$ cat config.mk
export PLATFORM = sky130hd
export DESIGN_NAME = key_matrix_debounce_events_core
export DESIGN_NICKNAME = d
export VERILOG_FILES = /design/src/kmde_pkg.sv /design/src/key_matrix_debounce_events_core.sv /design/src/kmde_front.sv /design/src/kmde_job_queue.sv /design/src/kmde_back.sv
export SDC_FILE = /design/constraint.sdc
export NUM_CORES = 2
export LEC_CHECK = 0
export ABC_CLOCK_PERIOD_IN_PS = 7500
export BUFFER_PORTS_ARGS = -buffer_cell sky130_fd_sc_hd__buf_2
export CORE_MARGIN = 2
export CORE_UTILIZATION = 50
export DETAILED_ROUTE_END_ITERATION = 8
export GPL_TIMING_DRIVEN = 1
export HOLD_SLACK_MARGIN = 0.02
export PLACE_DENSITY_LB_ADDON = 0.1
export SYNTH_ARGS = -nofsm -noshare
export SYNTH_HDL_FRONTEND = slang
export SYNTH_SLANG_ARGS = --single-unit
$ cat constraint.sdc
create_clock -name aclk -period 7.5 [get_ports aclk]
set_input_delay 0.75 -clock aclk [delete_from_list [all_inputs] [get_ports aclk]]
set_output_delay 0.75 -clock aclk [all_outputs]
set_load 0.02 [all_outputs]
$ cat src/kmde_pkg.sv
// Shared constants and types for the key matrix debounce event block.
`timescale 1ns / 1ps

package kmde_pkg;

    localparam int CFG_INDEX_W = 2;
    localparam int CFG_DATA_W  = 16;
    localparam int DEBOUNCE_W  = 16;
    localparam int COLMASK_W   = 16;
    localparam int ENTRIES_W   = 7;
    localparam int ROW_W       = 2;
    localparam int LEVELS_W    = 16;
    localparam int TIME_W      = 32;
    localparam int MAP_IDX_W   = 6;
    localparam int CODE_W      = 8;

    localparam logic [CFG_INDEX_W-1:0] CFG_DEBOUNCE_MS    = 2'd0;
    localparam logic [CFG_INDEX_W-1:0] CFG_COLUMN_ENABLE  = 2'd1;
    localparam logic [CFG_INDEX_W-1:0] CFG_KEYMAP_ENTRIES = 2'd2;

    localparam logic [DEBOUNCE_W-1:0] DEBOUNCE_RESET = 16'd5;
    localparam logic [COLMASK_W-1:0]  COLMASK_RESET  = 16'hFFFF;
    localparam logic [ENTRIES_W-1:0]  ENTRIES_RESET  = 7'd64;

    localparam logic ACTION_SCAN      = 1'b0;
    localparam logic ACTION_MAP_WRITE = 1'b1;

    typedef enum logic [0:0] {
        JOB_MAP_WRITE = 1'b0,
        JOB_SCAN      = 1'b1
    } job_kind_t;

    typedef struct packed {
        logic [MAP_IDX_W-1:0] index;
        logic [CODE_W-1:0]    code;
    } map_wr_t;

endpackage

$ cat src/key_matrix_debounce_events_core.sv
// Top level of the key matrix scanner with debounce and key event output.
`timescale 1ns / 1ps

// The front end accepts row samples and keymap writes while the job queue is
// not full. A row sample of the last row that finds the bitmap stable for
// debounce_ms queues a scan job, and keymap writes queue behind it in a
// two-entry queue, so the keymap seen by a scan is the one written before it.
// The event walker takes a job only when idle, then steps through the
// ROWS*COLS key positions one per cycle, holding at a changed key while the
// result side stalls, and goes idle after the last changed key. Events leave
// in row-major order with m_last on the final one; a keymap write job is
// written to the keymap memory as it is popped.

module key_matrix_debounce_events_core #(
    parameter int ROWS         = 4,
    parameter int COLS         = 16,
    parameter int KEYMAP_DEPTH = 64
) (
    input  logic                               aclk,
    input  logic                               aresetn,
    input  logic                               cfg_wr_en,
    input  logic [kmde_pkg::CFG_INDEX_W-1:0]   cfg_index,
    input  logic [kmde_pkg::CFG_DATA_W-1:0]    cfg_data,
    input  logic                               s_valid,
    output logic                               s_ready,
    input  logic                               s_action,
    input  logic [kmde_pkg::ROW_W-1:0]         s_row,
    input  logic [kmde_pkg::LEVELS_W-1:0]      s_col_levels,
    input  logic [kmde_pkg::TIME_W-1:0]        s_now_ms,
    input  logic [kmde_pkg::MAP_IDX_W-1:0]     s_map_index,
    input  logic [kmde_pkg::CODE_W-1:0]        s_map_code,
    output logic                               m_valid,
    input  logic                               m_ready,
    output logic [kmde_pkg::CODE_W-1:0]        m_code,
    output logic [kmde_pkg::MAP_IDX_W-1:0]     m_key_index,
    output logic                               m_pressed,
    output logic                               m_last
);

    localparam int N  = ROWS * COLS;
    localparam int QW = 1 + $bits(kmde_pkg::map_wr_t) + N;

    logic                           q_push;
    logic [QW-1:0]                  q_push_data;
    logic                           q_full;
    logic                           q_pop;
    logic                           q_valid;
    logic [QW-1:0]                  q_pop_data;
    logic [kmde_pkg::ENTRIES_W-1:0] keymap_entries;

    kmde_front #(
        .ROWS (ROWS),
        .COLS (COLS),
        .QW   (QW)
    ) u_front (
        .aclk           (aclk),
        .aresetn        (aresetn),
        .cfg_wr_en      (cfg_wr_en),
        .cfg_index      (cfg_index),
        .cfg_data       (cfg_data),
        .s_valid        (s_valid),
        .s_ready        (s_ready),
        .s_action       (s_action),
        .s_row          (s_row),
        .s_col_levels   (s_col_levels),
        .s_now_ms       (s_now_ms),
        .s_map_index    (s_map_index),
        .s_map_code     (s_map_code),
        .q_push         (q_push),
        .q_data         (q_push_data),
        .q_full         (q_full),
        .keymap_entries (keymap_entries)
    );

    kmde_job_queue #(
        .W (QW)
    ) u_queue (
        .aclk      (aclk),
        .aresetn   (aresetn),
        .push      (q_push),
        .push_data (q_push_data),
        .full      (q_full),
        .pop       (q_pop),
        .valid     (q_valid),
        .pop_data  (q_pop_data)
    );

    kmde_back #(
        .ROWS         (ROWS),
        .COLS         (COLS),
        .KEYMAP_DEPTH (KEYMAP_DEPTH),
        .QW           (QW)
    ) u_back (
        .aclk           (aclk),
        .aresetn        (aresetn),
        .q_valid        (q_valid),
        .q_data         (q_pop_data),
        .q_pop          (q_pop),
        .keymap_entries (keymap_entries),
        .m_valid        (m_valid),
        .m_ready        (m_ready),
        .m_code         (m_code),
        .m_key_index    (m_key_index),
        .m_pressed      (m_pressed),
        .m_last         (m_last)
    );

    a_no_overflow: assert property (@(posedge aclk) disable iff (!aresetn)
        q_push |-> !q_full)
        else $error("job queue written while full");

    a_no_underflow: assert property (@(posedge aclk) disable iff (!aresetn)
        q_pop |-> q_valid)
        else $error("job queue read while empty");

    a_index_range: assert property (@(posedge aclk) disable iff (!aresetn)
        m_valid |-> ((N > 64) || (32'(m_key_index) < N)))
        else $error("event key index beyond matrix");

    a_code_range: assert property (@(posedge aclk) disable iff (!aresetn)
        (m_valid && m_code != '0) |->
            ((N > 64) || ((32'(m_key_index) < 32'(keymap_entries))
                          && (32'(m_key_index) < KEYMAP_DEPTH))))
        else $error("key code given for index beyond keymap");

endmodule

$ cat src/kmde_front.sv
// Front end: config registers, row capture, debounce timing and job issue.
`timescale 1ns / 1ps

module kmde_front #(
    parameter int ROWS = 4,
    parameter int COLS = 16,
    parameter int QW   = 79
) (
    input  logic                               aclk,
    input  logic                               aresetn,
    input  logic                               cfg_wr_en,
    input  logic [kmde_pkg::CFG_INDEX_W-1:0]   cfg_index,
    input  logic [kmde_pkg::CFG_DATA_W-1:0]    cfg_data,
    input  logic                               s_valid,
    output logic                               s_ready,
    input  logic                               s_action,
    input  logic [kmde_pkg::ROW_W-1:0]         s_row,
    input  logic [kmde_pkg::LEVELS_W-1:0]      s_col_levels,
    input  logic [kmde_pkg::TIME_W-1:0]        s_now_ms,
    input  logic [kmde_pkg::MAP_IDX_W-1:0]     s_map_index,
    input  logic [kmde_pkg::CODE_W-1:0]        s_map_code,
    output logic                               q_push,
    output logic [QW-1:0]                      q_data,
    input  logic                               q_full,
    output logic [kmde_pkg::ENTRIES_W-1:0]     keymap_entries
);

    localparam int N  = ROWS * COLS;
    localparam int RW = (ROWS > 1) ? $clog2(ROWS) : 1;

    logic [kmde_pkg::DEBOUNCE_W-1:0] debounce_reg;
    logic [kmde_pkg::COLMASK_W-1:0]  colmask_reg;
    logic [kmde_pkg::ENTRIES_W-1:0]  entries_reg;
    logic [COLS-1:0]                 raw_map_reg [ROWS];
    logic                            scan_changed_reg;
    logic [kmde_pkg::TIME_W-1:0]     stable_start_reg;

    logic                            accept;
    logic [31:0]                     row_wide;
    logic [RW-1:0]                   row_sel;
    logic                            row_ok;
    logic                            last_row;
    logic [COLS-1:0]                 bits;
    logic                            row_changed;
    logic [kmde_pkg::TIME_W-1:0]     elapsed;
    logic                            settled_time;
    logic [N-1:0]                    snap;
    kmde_pkg::map_wr_t               map_wr;
    kmde_pkg::job_kind_t             kind;
    logic                            is_scan;

    assign s_ready        = !q_full;
    assign accept         = s_valid && s_ready;
    assign keymap_entries = entries_reg;
    assign is_scan        = (s_action == kmde_pkg::ACTION_SCAN);

    assign row_wide     = 32'(s_row);
    assign row_sel      = row_wide[RW-1:0];
    assign row_ok       = row_wide < ROWS;
    assign last_row     = row_wide == 32'(ROWS - 1);
    assign bits         = ~s_col_levels[COLS-1:0] & colmask_reg[COLS-1:0];
    assign row_changed  = raw_map_reg[row_sel] != bits;
    assign elapsed      = s_now_ms - stable_start_reg;
    assign settled_time = elapsed >= {16'd0, debounce_reg};

    // bitmap as it stands once this row is stored, row-major
    always_comb begin
        for (int r = 0; r < ROWS; r++) begin
            snap[r*COLS +: COLS] = (RW'(r) == row_sel) ? bits : raw_map_reg[r];
        end
    end

    always_comb begin
        map_wr.index = s_map_index;
        map_wr.code  = s_map_code;
        kind         = is_scan ? kmde_pkg::JOB_SCAN : kmde_pkg::JOB_MAP_WRITE;
        q_data       = {kind, map_wr, snap};
        q_push       = 1'b0;
        if (accept) begin
            if (!is_scan) begin
                q_push = 1'b1;
            end else if (row_ok && last_row && !scan_changed_reg && !row_changed
                         && settled_time) begin
                q_push = 1'b1;
            end
        end
    end

    always_ff @(posedge aclk) begin
        if (!aresetn) begin
            debounce_reg     <= kmde_pkg::DEBOUNCE_RESET;
            colmask_reg      <= kmde_pkg::COLMASK_RESET;
            entries_reg      <= kmde_pkg::ENTRIES_RESET;
            scan_changed_reg <= 1'b0;
            stable_start_reg <= '0;
            for (int r = 0; r < ROWS; r++) begin
                raw_map_reg[r] <= '0;
            end
        end else begin
            if (cfg_wr_en) begin
                case (cfg_index)
                    kmde_pkg::CFG_DEBOUNCE_MS:    debounce_reg <= cfg_data;
                    kmde_pkg::CFG_COLUMN_ENABLE:  colmask_reg  <= cfg_data;
                    kmde_pkg::CFG_KEYMAP_ENTRIES: entries_reg  <= cfg_data[6:0];
                    default: ;
                endcase
            end
            if (accept && is_scan && row_ok) begin
                raw_map_reg[row_sel] <= bits;
                if (last_row) begin
                    if (scan_changed_reg || row_changed) begin
                        stable_start_reg <= s_now_ms;
                    end
                    scan_changed_reg <= 1'b0;
                end else if (row_changed) begin
                    scan_changed_reg <= 1'b1;
                end
            end
        end
    end

endmodule

$ cat src/kmde_job_queue.sv
// Two-entry job queue between the front end and the event walker.
`timescale 1ns / 1ps

module kmde_job_queue #(
    parameter int W = 79
) (
    input  logic         aclk,
    input  logic         aresetn,
    input  logic         push,
    input  logic [W-1:0] push_data,
    output logic         full,
    input  logic         pop,
    output logic         valid,
    output logic [W-1:0] pop_data
);

    logic [W-1:0] entry_reg [2];
    logic         wr_ptr_reg;
    logic         rd_ptr_reg;
    logic [1:0]   count_reg;

    assign full     = count_reg == 2'd2;
    assign valid    = count_reg != 2'd0;
    assign pop_data = entry_reg[rd_ptr_reg];

    always_ff @(posedge aclk) begin
        if (push) begin
            entry_reg[wr_ptr_reg] <= push_data;
        end
    end

    always_ff @(posedge aclk) begin
        if (!aresetn) begin
            wr_ptr_reg <= 1'b0;
            rd_ptr_reg <= 1'b0;
            count_reg  <= 2'd0;
        end else begin
            if (push) begin
                wr_ptr_reg <= !wr_ptr_reg;
            end
            if (pop) begin
                rd_ptr_reg <= !rd_ptr_reg;
            end
            case ({push, pop})
                2'b10:   count_reg <= count_reg + 2'd1;
                2'b01:   count_reg <= count_reg - 2'd1;
                default: ;
            endcase
        end
    end

endmodule

$ cat src/kmde_back.sv
// Back end: keymap memory, settled bitmap and the per-key event walker.
`timescale 1ns / 1ps

module kmde_back #(
    parameter int ROWS         = 4,
    parameter int COLS         = 16,
    parameter int KEYMAP_DEPTH = 64,
    parameter int QW           = 79
) (
    input  logic                               aclk,
    input  logic                               aresetn,
    input  logic                               q_valid,
    input  logic [QW-1:0]                      q_data,
    output logic                               q_pop,
    input  logic [kmde_pkg::ENTRIES_W-1:0]     keymap_entries,
    output logic                               m_valid,
    input  logic                               m_ready,
    output logic [kmde_pkg::CODE_W-1:0]        m_code,
    output logic [kmde_pkg::MAP_IDX_W-1:0]     m_key_index,
    output logic                               m_pressed,
    output logic                               m_last
);

    localparam int N  = ROWS * COLS;
    localparam int IW = (N > 1) ? $clog2(N) : 1;
    localparam int AW = (KEYMAP_DEPTH > 1) ? $clog2(KEYMAP_DEPTH) : 1;

    typedef enum logic [1:0] {
        ST_IDLE = 2'b01,
        ST_WALK = 2'b10
    } walk_state_t;

    walk_state_t                 state_reg;
    logic [N-1:0]                settled_reg;
    logic [N-1:0]                diff_reg;
    logic [IW-1:0]               idx_reg;
    logic                        m_valid_reg;
    logic [kmde_pkg::MAP_IDX_W-1:0] key_index_reg;
    logic                        press_reg;
    logic                        last_reg;
    logic                        in_range_reg;
    logic [kmde_pkg::CODE_W-1:0] code_rd_reg;
    logic [kmde_pkg::CODE_W-1:0] key_table_mem [KEYMAP_DEPTH];

    kmde_pkg::job_kind_t         job_kind;
    kmde_pkg::map_wr_t           job_map;
    logic [N-1:0]                job_snap;
    logic [31:0]                 map_wide;
    logic                        mem_we;
    logic [31:0]                 idx_wide;
    logic                        out_free;
    logic                        bit_set;
    logic [N-1:0]                diff_clear;
    logic                        out_load;
    logic                        in_range;

    assign job_kind = kmde_pkg::job_kind_t'(q_data[QW-1]);
    assign job_map  = q_data[N +: $bits(kmde_pkg::map_wr_t)];
    assign job_snap = q_data[N-1:0];
    assign map_wide = 32'(job_map.index);

    assign q_pop  = (state_reg == ST_IDLE) && q_valid;
    assign mem_we = q_pop && (job_kind == kmde_pkg::JOB_MAP_WRITE)
                    && (map_wide < KEYMAP_DEPTH);

    assign idx_wide   = 32'(idx_reg);
    assign out_free   = !m_valid_reg || m_ready;
    assign bit_set    = diff_reg[idx_reg];
    assign diff_clear = diff_reg & ~(N'(1) << idx_reg);
    assign out_load   = (state_reg == ST_WALK) && bit_set && out_free;
    assign in_range   = (idx_wide < 32'(keymap_entries)) && (idx_wide < KEYMAP_DEPTH);

    assign m_valid     = m_valid_reg;
    assign m_code      = in_range_reg ? code_rd_reg : '0;
    assign m_key_index = key_index_reg;
    assign m_pressed   = press_reg;
    assign m_last      = last_reg;

    always_ff @(posedge aclk) begin
        if (mem_we) begin
            key_table_mem[map_wide[AW-1:0]] <= job_map.code;
        end
        if (out_load) begin
            code_rd_reg <= key_table_mem[idx_wide[AW-1:0]];
        end
    end

    always_ff @(posedge aclk) begin
        if (out_load) begin
            key_index_reg <= idx_wide[kmde_pkg::MAP_IDX_W-1:0];
            press_reg     <= settled_reg[idx_reg];
            last_reg      <= diff_clear == '0;
            in_range_reg  <= in_range;
        end
    end

    always_ff @(posedge aclk) begin
        if (!aresetn) begin
            state_reg   <= ST_IDLE;
            settled_reg <= '0;
            diff_reg    <= '0;
            idx_reg     <= '0;
            m_valid_reg <= 1'b0;
        end else begin
            if (out_load) begin
                m_valid_reg <= 1'b1;
            end else if (m_ready) begin
                m_valid_reg <= 1'b0;
            end
            case (state_reg)
                ST_IDLE: begin
                    if (q_pop && job_kind == kmde_pkg::JOB_SCAN) begin
                        diff_reg    <= job_snap ^ settled_reg;
                        settled_reg <= job_snap;
                        idx_reg     <= '0;
                        state_reg   <= ST_WALK;
                    end
                end
                ST_WALK: begin
                    if (diff_reg == '0) begin
                        state_reg <= ST_IDLE;
                    end else if (!bit_set) begin
                        idx_reg <= idx_reg + 1'b1;
                    end else if (out_free) begin
                        // advance once the output register is free; else hold the position
                        diff_reg <= diff_clear;
                        idx_reg  <= idx_reg + 1'b1;
                    end
                end
                default: begin
                    state_reg <= ST_IDLE;
                end
            endcase
        end
    end

endmodule
* Word-level counts from Yosys, hierarchy flattened
Memory sizes are Yosys's and may differ from the RTL's. A register that Yosys moved wholly into a read port is not among the register bits.
Cells that the tools add are included.
** Operators by class
- Order comparisons :: 6
- Add/subtract/negate cells :: 4
- Bitwise gates (word level) :: 7
- Multiplexer cells :: 44
- Eq/ne operators :: 18
- Shift operators :: 1
- Reductions and logical operators :: 41
** Operator list (number)
- 64-bit 2-to-1 mux :: 4
- 64-bit logical NOT :: 2
- 64-bit one-hot mux with 2 select lines :: 1
- 16-bit 2-to-1 mux :: 5
- 64-bit AND :: 1
- 64-bit inverter :: 1
- 1-bit by 6-bit << shifter with 64-bit output (first input constant) :: 1
- 64-bit XOR :: 1
- 32-bit by 16-bit >= comparator with 1-bit output :: 1
- 32-bit subtractor :: 1
- 6-bit 2-to-1 mux :: 4
- 6-bit by 7-bit < comparator with 1-bit output (second input constant) :: 3
- 1-bit 2-to-1 mux :: 21
- 16-bit AND :: 1
- 16-bit inequality test :: 1
- 16-bit inverter :: 1
- 16-bit OR reduction :: 1
- 1-bit logical AND :: 14
- 1-bit binary-select mux with 6-bit select :: 2
- 6-bit one-hot mux with 2 select lines :: 1
- 2-bit AND reduction :: 6
- 2-bit equality test (second input constant) :: 5
- 2-bit nonzero test :: 5
- 8-bit 2-to-1 mux :: 1
- other kinds (20) :: 37
** Storage, ports and cells
- Logic and storage cells :: 141
- Bits of input ports :: 88
- Bits in registers :: 222
- Bits in writable memories :: 734
- Memories :: 3
- Output and inout port bits :: 18
** Memories
- u_back.key_table_mem :: words 64, bits a word 8, rd ports 1, clocked after Yosys merged registers in 1, write ports 1, line kmde_back.sv:43 : logic [kmde_pkg::CODE_W-1:0] key_table_mem [KEYMAP_DEPTH];
- u_queue.entry_reg :: words 2, bits a word 79, rd ports 1, clocked after Yosys merged registers in 1, write ports 1, line kmde_job_queue.sv:17 : logic [W-1:0] entry_reg [2];
- u_front.raw_map_reg :: words 4, bits a word 16, rd ports 5, clocked after Yosys merged registers in 0, write ports 4, line kmde_front.sv:34 : logic [COLS-1:0] raw_map_reg [ROWS];

* Longest topological paths before layout
- Depth in word-level cells :: 11
- Depth in mapped cells :: 25
- Mapped depth without buffers :: 24

* Cells and area by module
A second synthesis with hierarchy kept.
** Unflattened totals
- Cell total of the unflattened synthesis :: 3115
- Area total of the unflattened synthesis :: 43270.2 µm²
** Modules (own cells, without submodules)
- kmde_back :: area an instance 28557.4 µm², cells an instance 1837, times used 1, seq. area each 18627.9 µm²
- kmde_front :: area an instance 8795.9 µm², cells an instance 1010, times used 1, seq. area each 3363.2 µm²
- kmde_job_queue :: area an instance 5916.9 µm², cells an instance 268, times used 1, seq. area each 4844.6 µm²

* Worst setup path before layout
Ideal clock, no wire load.
- Kind :: input -> register
- Start point :: input s_now_ms[8] (netlist name)
- End point :: memory u_queue.entry_reg[0][0] (enable)
- Buffers on the path :: 1
- Path slack :: 111 ps
- Setup time :: 517 ps
- Stages :: 20
- Data required time :: 6983 ps
- Arrival time :: 6872 ps
- Cells stage by stage :: ha_1 > clkbuf_1 > a2111oi_0 > a211oi_1 > nand2_1 > nand2_1 > a21oi_1 > o21ai_0 > xnor2_1 > ha_1 > nand4_1 > nor3_1 > o21ai_0 > o21ai_0 > a311oi_1 > nand4_1 > nor3_1 > nand3_1 > o31ai_1 > nor2_1
** Between the ends
- Cells in the longest elaborated chain, start to end :: 8
** RTL lines
- start: declaration :: line key_matrix_debounce_events_core.sv:29 : input logic [kmde_pkg::TIME_W-1:0] s_now_ms,
- 32-bit subtractor :: line kmde_front.sv:63 : assign elapsed = s_now_ms - stable_start_reg;
- 32-bit by 16-bit >= comparator with 1-bit output :: line kmde_front.sv:64 : assign settled_time = elapsed >= {16'd0, debounce_reg};
- 1-bit logical AND :: line kmde_front.sv:83 : && settled_time) begin
- 1-bit 2-to-1 mux :: line kmde_front.sv:82 : end else if (row_ok && last_row && !scan_changed_reg && !row_changed
- 1-bit 2-to-1 mux :: line kmde_front.sv:80 : if (!is_scan) begin
- 1-bit 2-to-1 mux :: line kmde_front.sv:79 : if (accept) begin
- 1-bit 2-to-1 mux :: line kmde_job_queue.sv:27 : if (push) begin
- 1-bit 2-to-1 mux (not written as such) :: line kmde_job_queue.sv:28 : entry_reg[wr_ptr_reg] <= push_data;
- end: declaration :: line kmde_job_queue.sv:17
Every way passes these cells.

* Worst setup path after layout
- Start point :: register u_front.stable_start_reg[1] (netlist name)
- End point :: memory u_queue.entry_reg[0][16] (enable)
** Between the ends
- Cells in the longest elaborated chain, start to end :: 8
** RTL lines
- start: declaration :: line kmde_front.sv:36 : logic [kmde_pkg::TIME_W-1:0] stable_start_reg;
- start signal: assignment :: line kmde_front.sv:112 : stable_start_reg <= s_now_ms;
- 32-bit subtractor :: line kmde_front.sv:63
- 32-bit by 16-bit >= comparator with 1-bit output :: line kmde_front.sv:64
- 1-bit logical AND :: line kmde_front.sv:83
- 1-bit 2-to-1 mux :: line kmde_front.sv:82
- 1-bit 2-to-1 mux :: line kmde_front.sv:80
- 1-bit 2-to-1 mux :: line kmde_front.sv:79
- 1-bit 2-to-1 mux :: line kmde_job_queue.sv:27
- 1-bit 2-to-1 mux (not written as such) :: line kmde_job_queue.sv:28
Every way passes these cells.

==> metrics.txt <==
# TYPE chip_impl_metric gauge
chip_impl_info{name="setup.worst_path.end_class",value="flip-flop"} 1
chip_impl_metric{name="worst_clock_skew",unit="ns"} 0.0595
chip_impl_metric{name="ctsHtreeMaxLevel",unit=""} 3
chip_impl_info{name="crit_path_cell_trace",value="inv_1 > ha_1 > nor2b_1 > o2111ai_1 > a21oi_1 > a21oi_1 > nand2_1 > a21oi_1 > o21ai_0 > xnor2_1 > ha_1 > nand4_1 > a211oi_1 > a2111oi_0 > o21ai_0 > a311oi_1 > nand4_1 > nor3_1 > nand3_1 > o31ai_1 > buf_4 > nor2_4 > buf_4"} 1
chip_impl_metric{name="worst_pin_slew",unit="ns"} 1.25
chip_impl_info{name="clock-root-buffer",value="clkbuf_16"} 1
chip_impl_metric{name="drtPass1Iterations",unit=""} 5
chip_impl_metric{name="track_usage",unit="%"} 24.8
chip_impl_metric{name="synth_async_sr_flop_share",unit="%"} 0
chip_impl_info{name="holdCritPathClass",value="in -> reg"} 1
chip_impl_metric{name="met2_usage",unit="%"} 41.5
chip_impl_metric{name="area_growth",unit="%"} 11.1
chip_impl_metric{name="worstSkewPairLatency",unit="ns"} 0.67
chip_impl_metric{name="timing_max_transition_violations_final",unit=""} 0
chip_impl_metric{name="max-vdd-ir-drop",unit="V"} 0.000207
chip_impl_metric{name="largest_register_ff_count",unit=""} 512
chip_impl_metric{name="tritoncts_num_sinks",unit=""} 965
chip_impl_info{name="worst_setup_path_start_kind",value="flip-flop"} 1
chip_impl_metric{name="num_rows",unit=""} 106
chip_impl_metric{name="final-hold-violation-count",unit=""} 0
chip_impl_metric{name="synthesis.instances",unit=""} 2960
chip_impl_metric{name="start_util",unit="%"} 50.5
chip_impl_metric{name="gr-usage-met1",unit="%"} 33.4
chip_impl_info{name="busiest_layer",value="met2"} 1
chip_impl_metric{name="ios",unit=""} 106
chip_impl_metric{name="synthesis.area_per_instance",unit="um2"} 14.3
chip_impl_metric{name="floorplan.core_area",unit="um2"} 83700
chip_impl_metric{name="drc",unit=""} 0
chip_impl_metric{name="total_power",unit="W"} 0.0138
chip_impl_metric{name="globalRouteMet3Util",unit="%"} 3.30
chip_impl_metric{name="hpwl",unit="um"} 72300
chip_impl_info{name="cts_tree",value="done"} 1
chip_impl_metric{name="maxClockFrequency",unit="MHz"} 183
chip_impl_metric{name="synth_nets",unit=""} 3110
chip_impl_metric{name="routabilityCongestion",unit=""} 0.923
chip_impl_metric{name="crit_path_max_fanout",unit=""} 65
chip_impl_metric{name="synth-edff-count",unit=""} 751
chip_impl_info{name="critPathKind",value="reg -> reg"} 1
chip_impl_metric{name="maximum_number_of_pins_on_one_net_before_global_route_repair",unit=""} 140
chip_impl_metric{name="route.vias.total",unit=""} 25309
chip_impl_info{name="crit_path_slowest_cell",value="buf_4"} 1
chip_impl_metric{name="min_period_over_period",unit="%"} 72.9
chip_impl_metric{name="grt_pass1_vias",unit=""} 25057
chip_impl_metric{name="placement.cell_area",unit="um2"} 43900
chip_impl_metric{name="yosys_warnings",unit=""} 0
chip_impl_metric{name="cts_inserted_buffers",unit=""} 100
chip_impl_metric{name="avgViaCountPerCell",unit=""} 5.98
chip_impl_metric{name="yosys_register_bits",unit=""} 965
chip_impl_metric{name="finalSetupViolCount",unit=""} 0
chip_impl_metric{name="cts_setup_buffers",unit=""} 0
chip_impl_metric{name="chipWidth",unit="um"} 295
chip_impl_metric{name="unique_cell_type_count_in_the_yosys_netlist",unit=""} 64
chip_impl_metric{name="post-route-cell-area",unit="um2"} 47000
chip_impl_metric{name="cts_repair_resize_count",unit=""} 0
chip_impl_metric{name="floorplan.die.height",unit="um"} 295
chip_impl_info{name="launch_point_of_the_critical_path",value="u_front.stable_start_reg[1]$_SDFFE_PN0P_"} 1
chip_impl_metric{name="num-nets-final",unit=""} 3164
chip_impl_metric{name="cp.arrival",unit="ns"} 5.74
chip_impl_metric{name="route.antenna.remaining_nets",unit=""} 0
chip_impl_info{name="cell_mode_on_critical_path",value="a21oi_1"} 1
chip_impl_info{name="hold-path-endpoint",value="u_queue.entry_reg[0][70]$_DFFE_PP_"} 1
chip_impl_metric{name="port-buffer-count",unit=""} 105
chip_impl_info{name="hold_path.startpoint",value="s_map_code[6]"} 1
chip_impl_info{name="synth_top_flop_cell",value="edfxtp_1"} 1
chip_impl_metric{name="fin_crit",unit="ns"} 5.46
chip_impl_metric{name="hold_fix_buffer_count_after_cts",unit=""} 0
chip_impl_metric{name="reg2reg_depth",unit=""} 23
chip_impl_metric{name="post_synth_instance_area",unit="um2"} 42300
chip_impl_metric{name="dr_iter_0_viols",unit=""} 2301
chip_impl_metric{name="grt_first_pass_wirelength",unit="um"} 160000
chip_impl_metric{name="drt-wirelength-per-cell",unit="um"} 25.4
chip_impl_info{name="crit-reg2reg-capture",value="u_queue.entry_reg[0][16]$_DFFE_PP_"} 1
chip_impl_metric{name="hold_path_depth",unit=""} 1
chip_impl_metric{name="required",unit="ns"} 7.78
chip_impl_info{name="grt_setup_unrepaired",value="false"} 1
chip_impl_metric{name="antenna_found_initial",unit=""} 5
chip_impl_metric{name="final_core_utilization",unit="%"} 56.1
chip_impl_metric{name="fin_setup_tns",unit="ns"} 0
chip_impl_metric{name="postRouteWirelength",unit="um"} 108000
chip_impl_metric{name="power_density_over_the_cells",unit="nW/um2"} 294
chip_impl_metric{name="max_cap_viol_count",unit=""} 0
chip_impl_metric{name="dieArea",unit="um2"} 86900
chip_impl_metric{name="slew-limit-headroom",unit="%"} 16.1
chip_impl_metric{name="yosysSeqAreaShare",unit="%"} 63.5
chip_impl_metric{name="grt_overflow_total",unit=""} 0
chip_impl_info{name="timing.rr.start",value="u_front.stable_start_reg[1]$_SDFFE_PN0P_"} 1
chip_impl_metric{name="leakage",unit="nW"} 16.2
chip_impl_metric{name="regToRegSetupSlack",unit="ns"} 2.04
chip_impl_metric{name="clk_path_buf_depth",unit=""} 3
chip_impl_metric{name="slowest_delay",unit="ns"} 0.72
chip_impl_info{name="result_of_the_run",value="finished clean"} 1
chip_impl_metric{name="post_route_cells_drive_above_1_share",unit="%"} 17.6
chip_impl_metric{name="clkTransAtPathRegs",unit="ns"} 0.06
==> where the power goes <==
| group | switching [W] | total [W] | internal [W] |
|---|---|---|---|
| combinational | 0.00144 | 0.00231 | 0.000870 |
| sequential | 0.000447 | 0.00678 | 0.00634 |
| clock | 0.00209 | 0.00472 | 0.00263 |
| total | 0.00397 | 0.0138 | 0.00984 |
==> metal layers <==
| metal | share of wire, % | up-vias |
|---|---|---|
| met5 | 0.035 | - |
| met4 | 3.4 | 6 |
| met3 | 5.0 | 213 |
| met2 | 50 | 805 |
| met1 | 42 | 12898 |
| li1 | - | 11387 |
==> synth_stat cells (all sizes together) (23+ instances only) <==
cell    count  area share [%]
buf        47            0.46
nor3       66            0.79
mux4      226              12
nand2b     33            0.49
nor2      127             1.1
nand4      29            0.43
mux2i     105             2.5
edfxtp    751              53
inv        80            0.71
nand3      91             1.1
dfxtp     214              10
nor2b      47            0.70
ha         61             1.8
o21ai     208             2.5
xnor2      31            0.64
xor2       75             1.6
nand2     319             2.8
nor4       23            0.34
o211a      64             1.5
clkbuf    140             1.2
a21oi      51            0.63
==> cells by family after synthesis <==
family,Yosys count,share of synthesized area [%]
adder cells (fa/ha/maj),62,1.85
XOR/XNOR,106,2.20
AND/OR/NAND/NOR,783,8.57
flip-flops,965,63.5
AO/OA/AOI/OAI,436,6.73
multiplexers,341,14.8
buffers and inverters,267,2.42
==> worst max path at each step <==
stage                                          to
2_1_floorplan   u_queue.entry_reg[0][0]$_DFFE_PP_
3_3_place_gp   u_queue.entry_reg[0][22]$_DFFE_PP_
3_5_place_dp   u_queue.entry_reg[0][22]$_DFFE_PP_
4_1_cts        u_queue.entry_reg[0][35]$_DFFE_PP_
5_1_grt        u_queue.entry_reg[0][16]$_DFFE_PP_
6_report       u_queue.entry_reg[0][16]$_DFFE_PP_
==> cells in the final DEF, fill, tap and decap left out, types with 46 or more instances in the layout <==
cell and n:
mux2i_1 105, edfxtp_1 751, nor2_1 123, nand2_1 317
o21ai_0 203, clkbuf_16 100, dfxtp_1 209, mux4_2 226
inv_1 80, o211a_1 64, buf_2 104, nor3_1 65
nand3_1 91, xor2_1 75, a21oi_1 50, nor2b_1 46
ha_1 61
==> final cells by class <==
cell class / count / area, um2
inverter: 80 / 300
multi-input combinational: 1728 / 14500
fill: 6722 / 36700
clock buffer: 124 / 2650
timing repair buffer: 139 / 808
sequential: 965 / 26900
clock inverter: 58 / 479
tap: 1134 / 1420
antenna: 2 / 5.00
==> metrics by stage <==
step,hold WS [ns],worst slack [ns],instances
2_1_floorplan,0.437,0.111,2960
3_3_place_gp,0.459,1.63,4046
3_5_place_dp,0.463,1.54,4046
4_1_cts,0.228,2.00,4228
5_1_grt,0.252,1.55,4230
6_report,0.278,2.04,4230
==> worst max-delay path, delay by kind of cell (launching register included) <==
family / cells / cell delay (ns)
xor gates and xnor gates: 1 / 0.15
buffers and inverters: 3 / 0.96
adders and majority gates: 2 / 0.54
DFF: 1 / 0.38
AOI/OAI and AO/OA: 10 / 1.87
and+or+nand+nor: 7 / 1.08
Note: power is estimated with default switching activity, not from simulation.
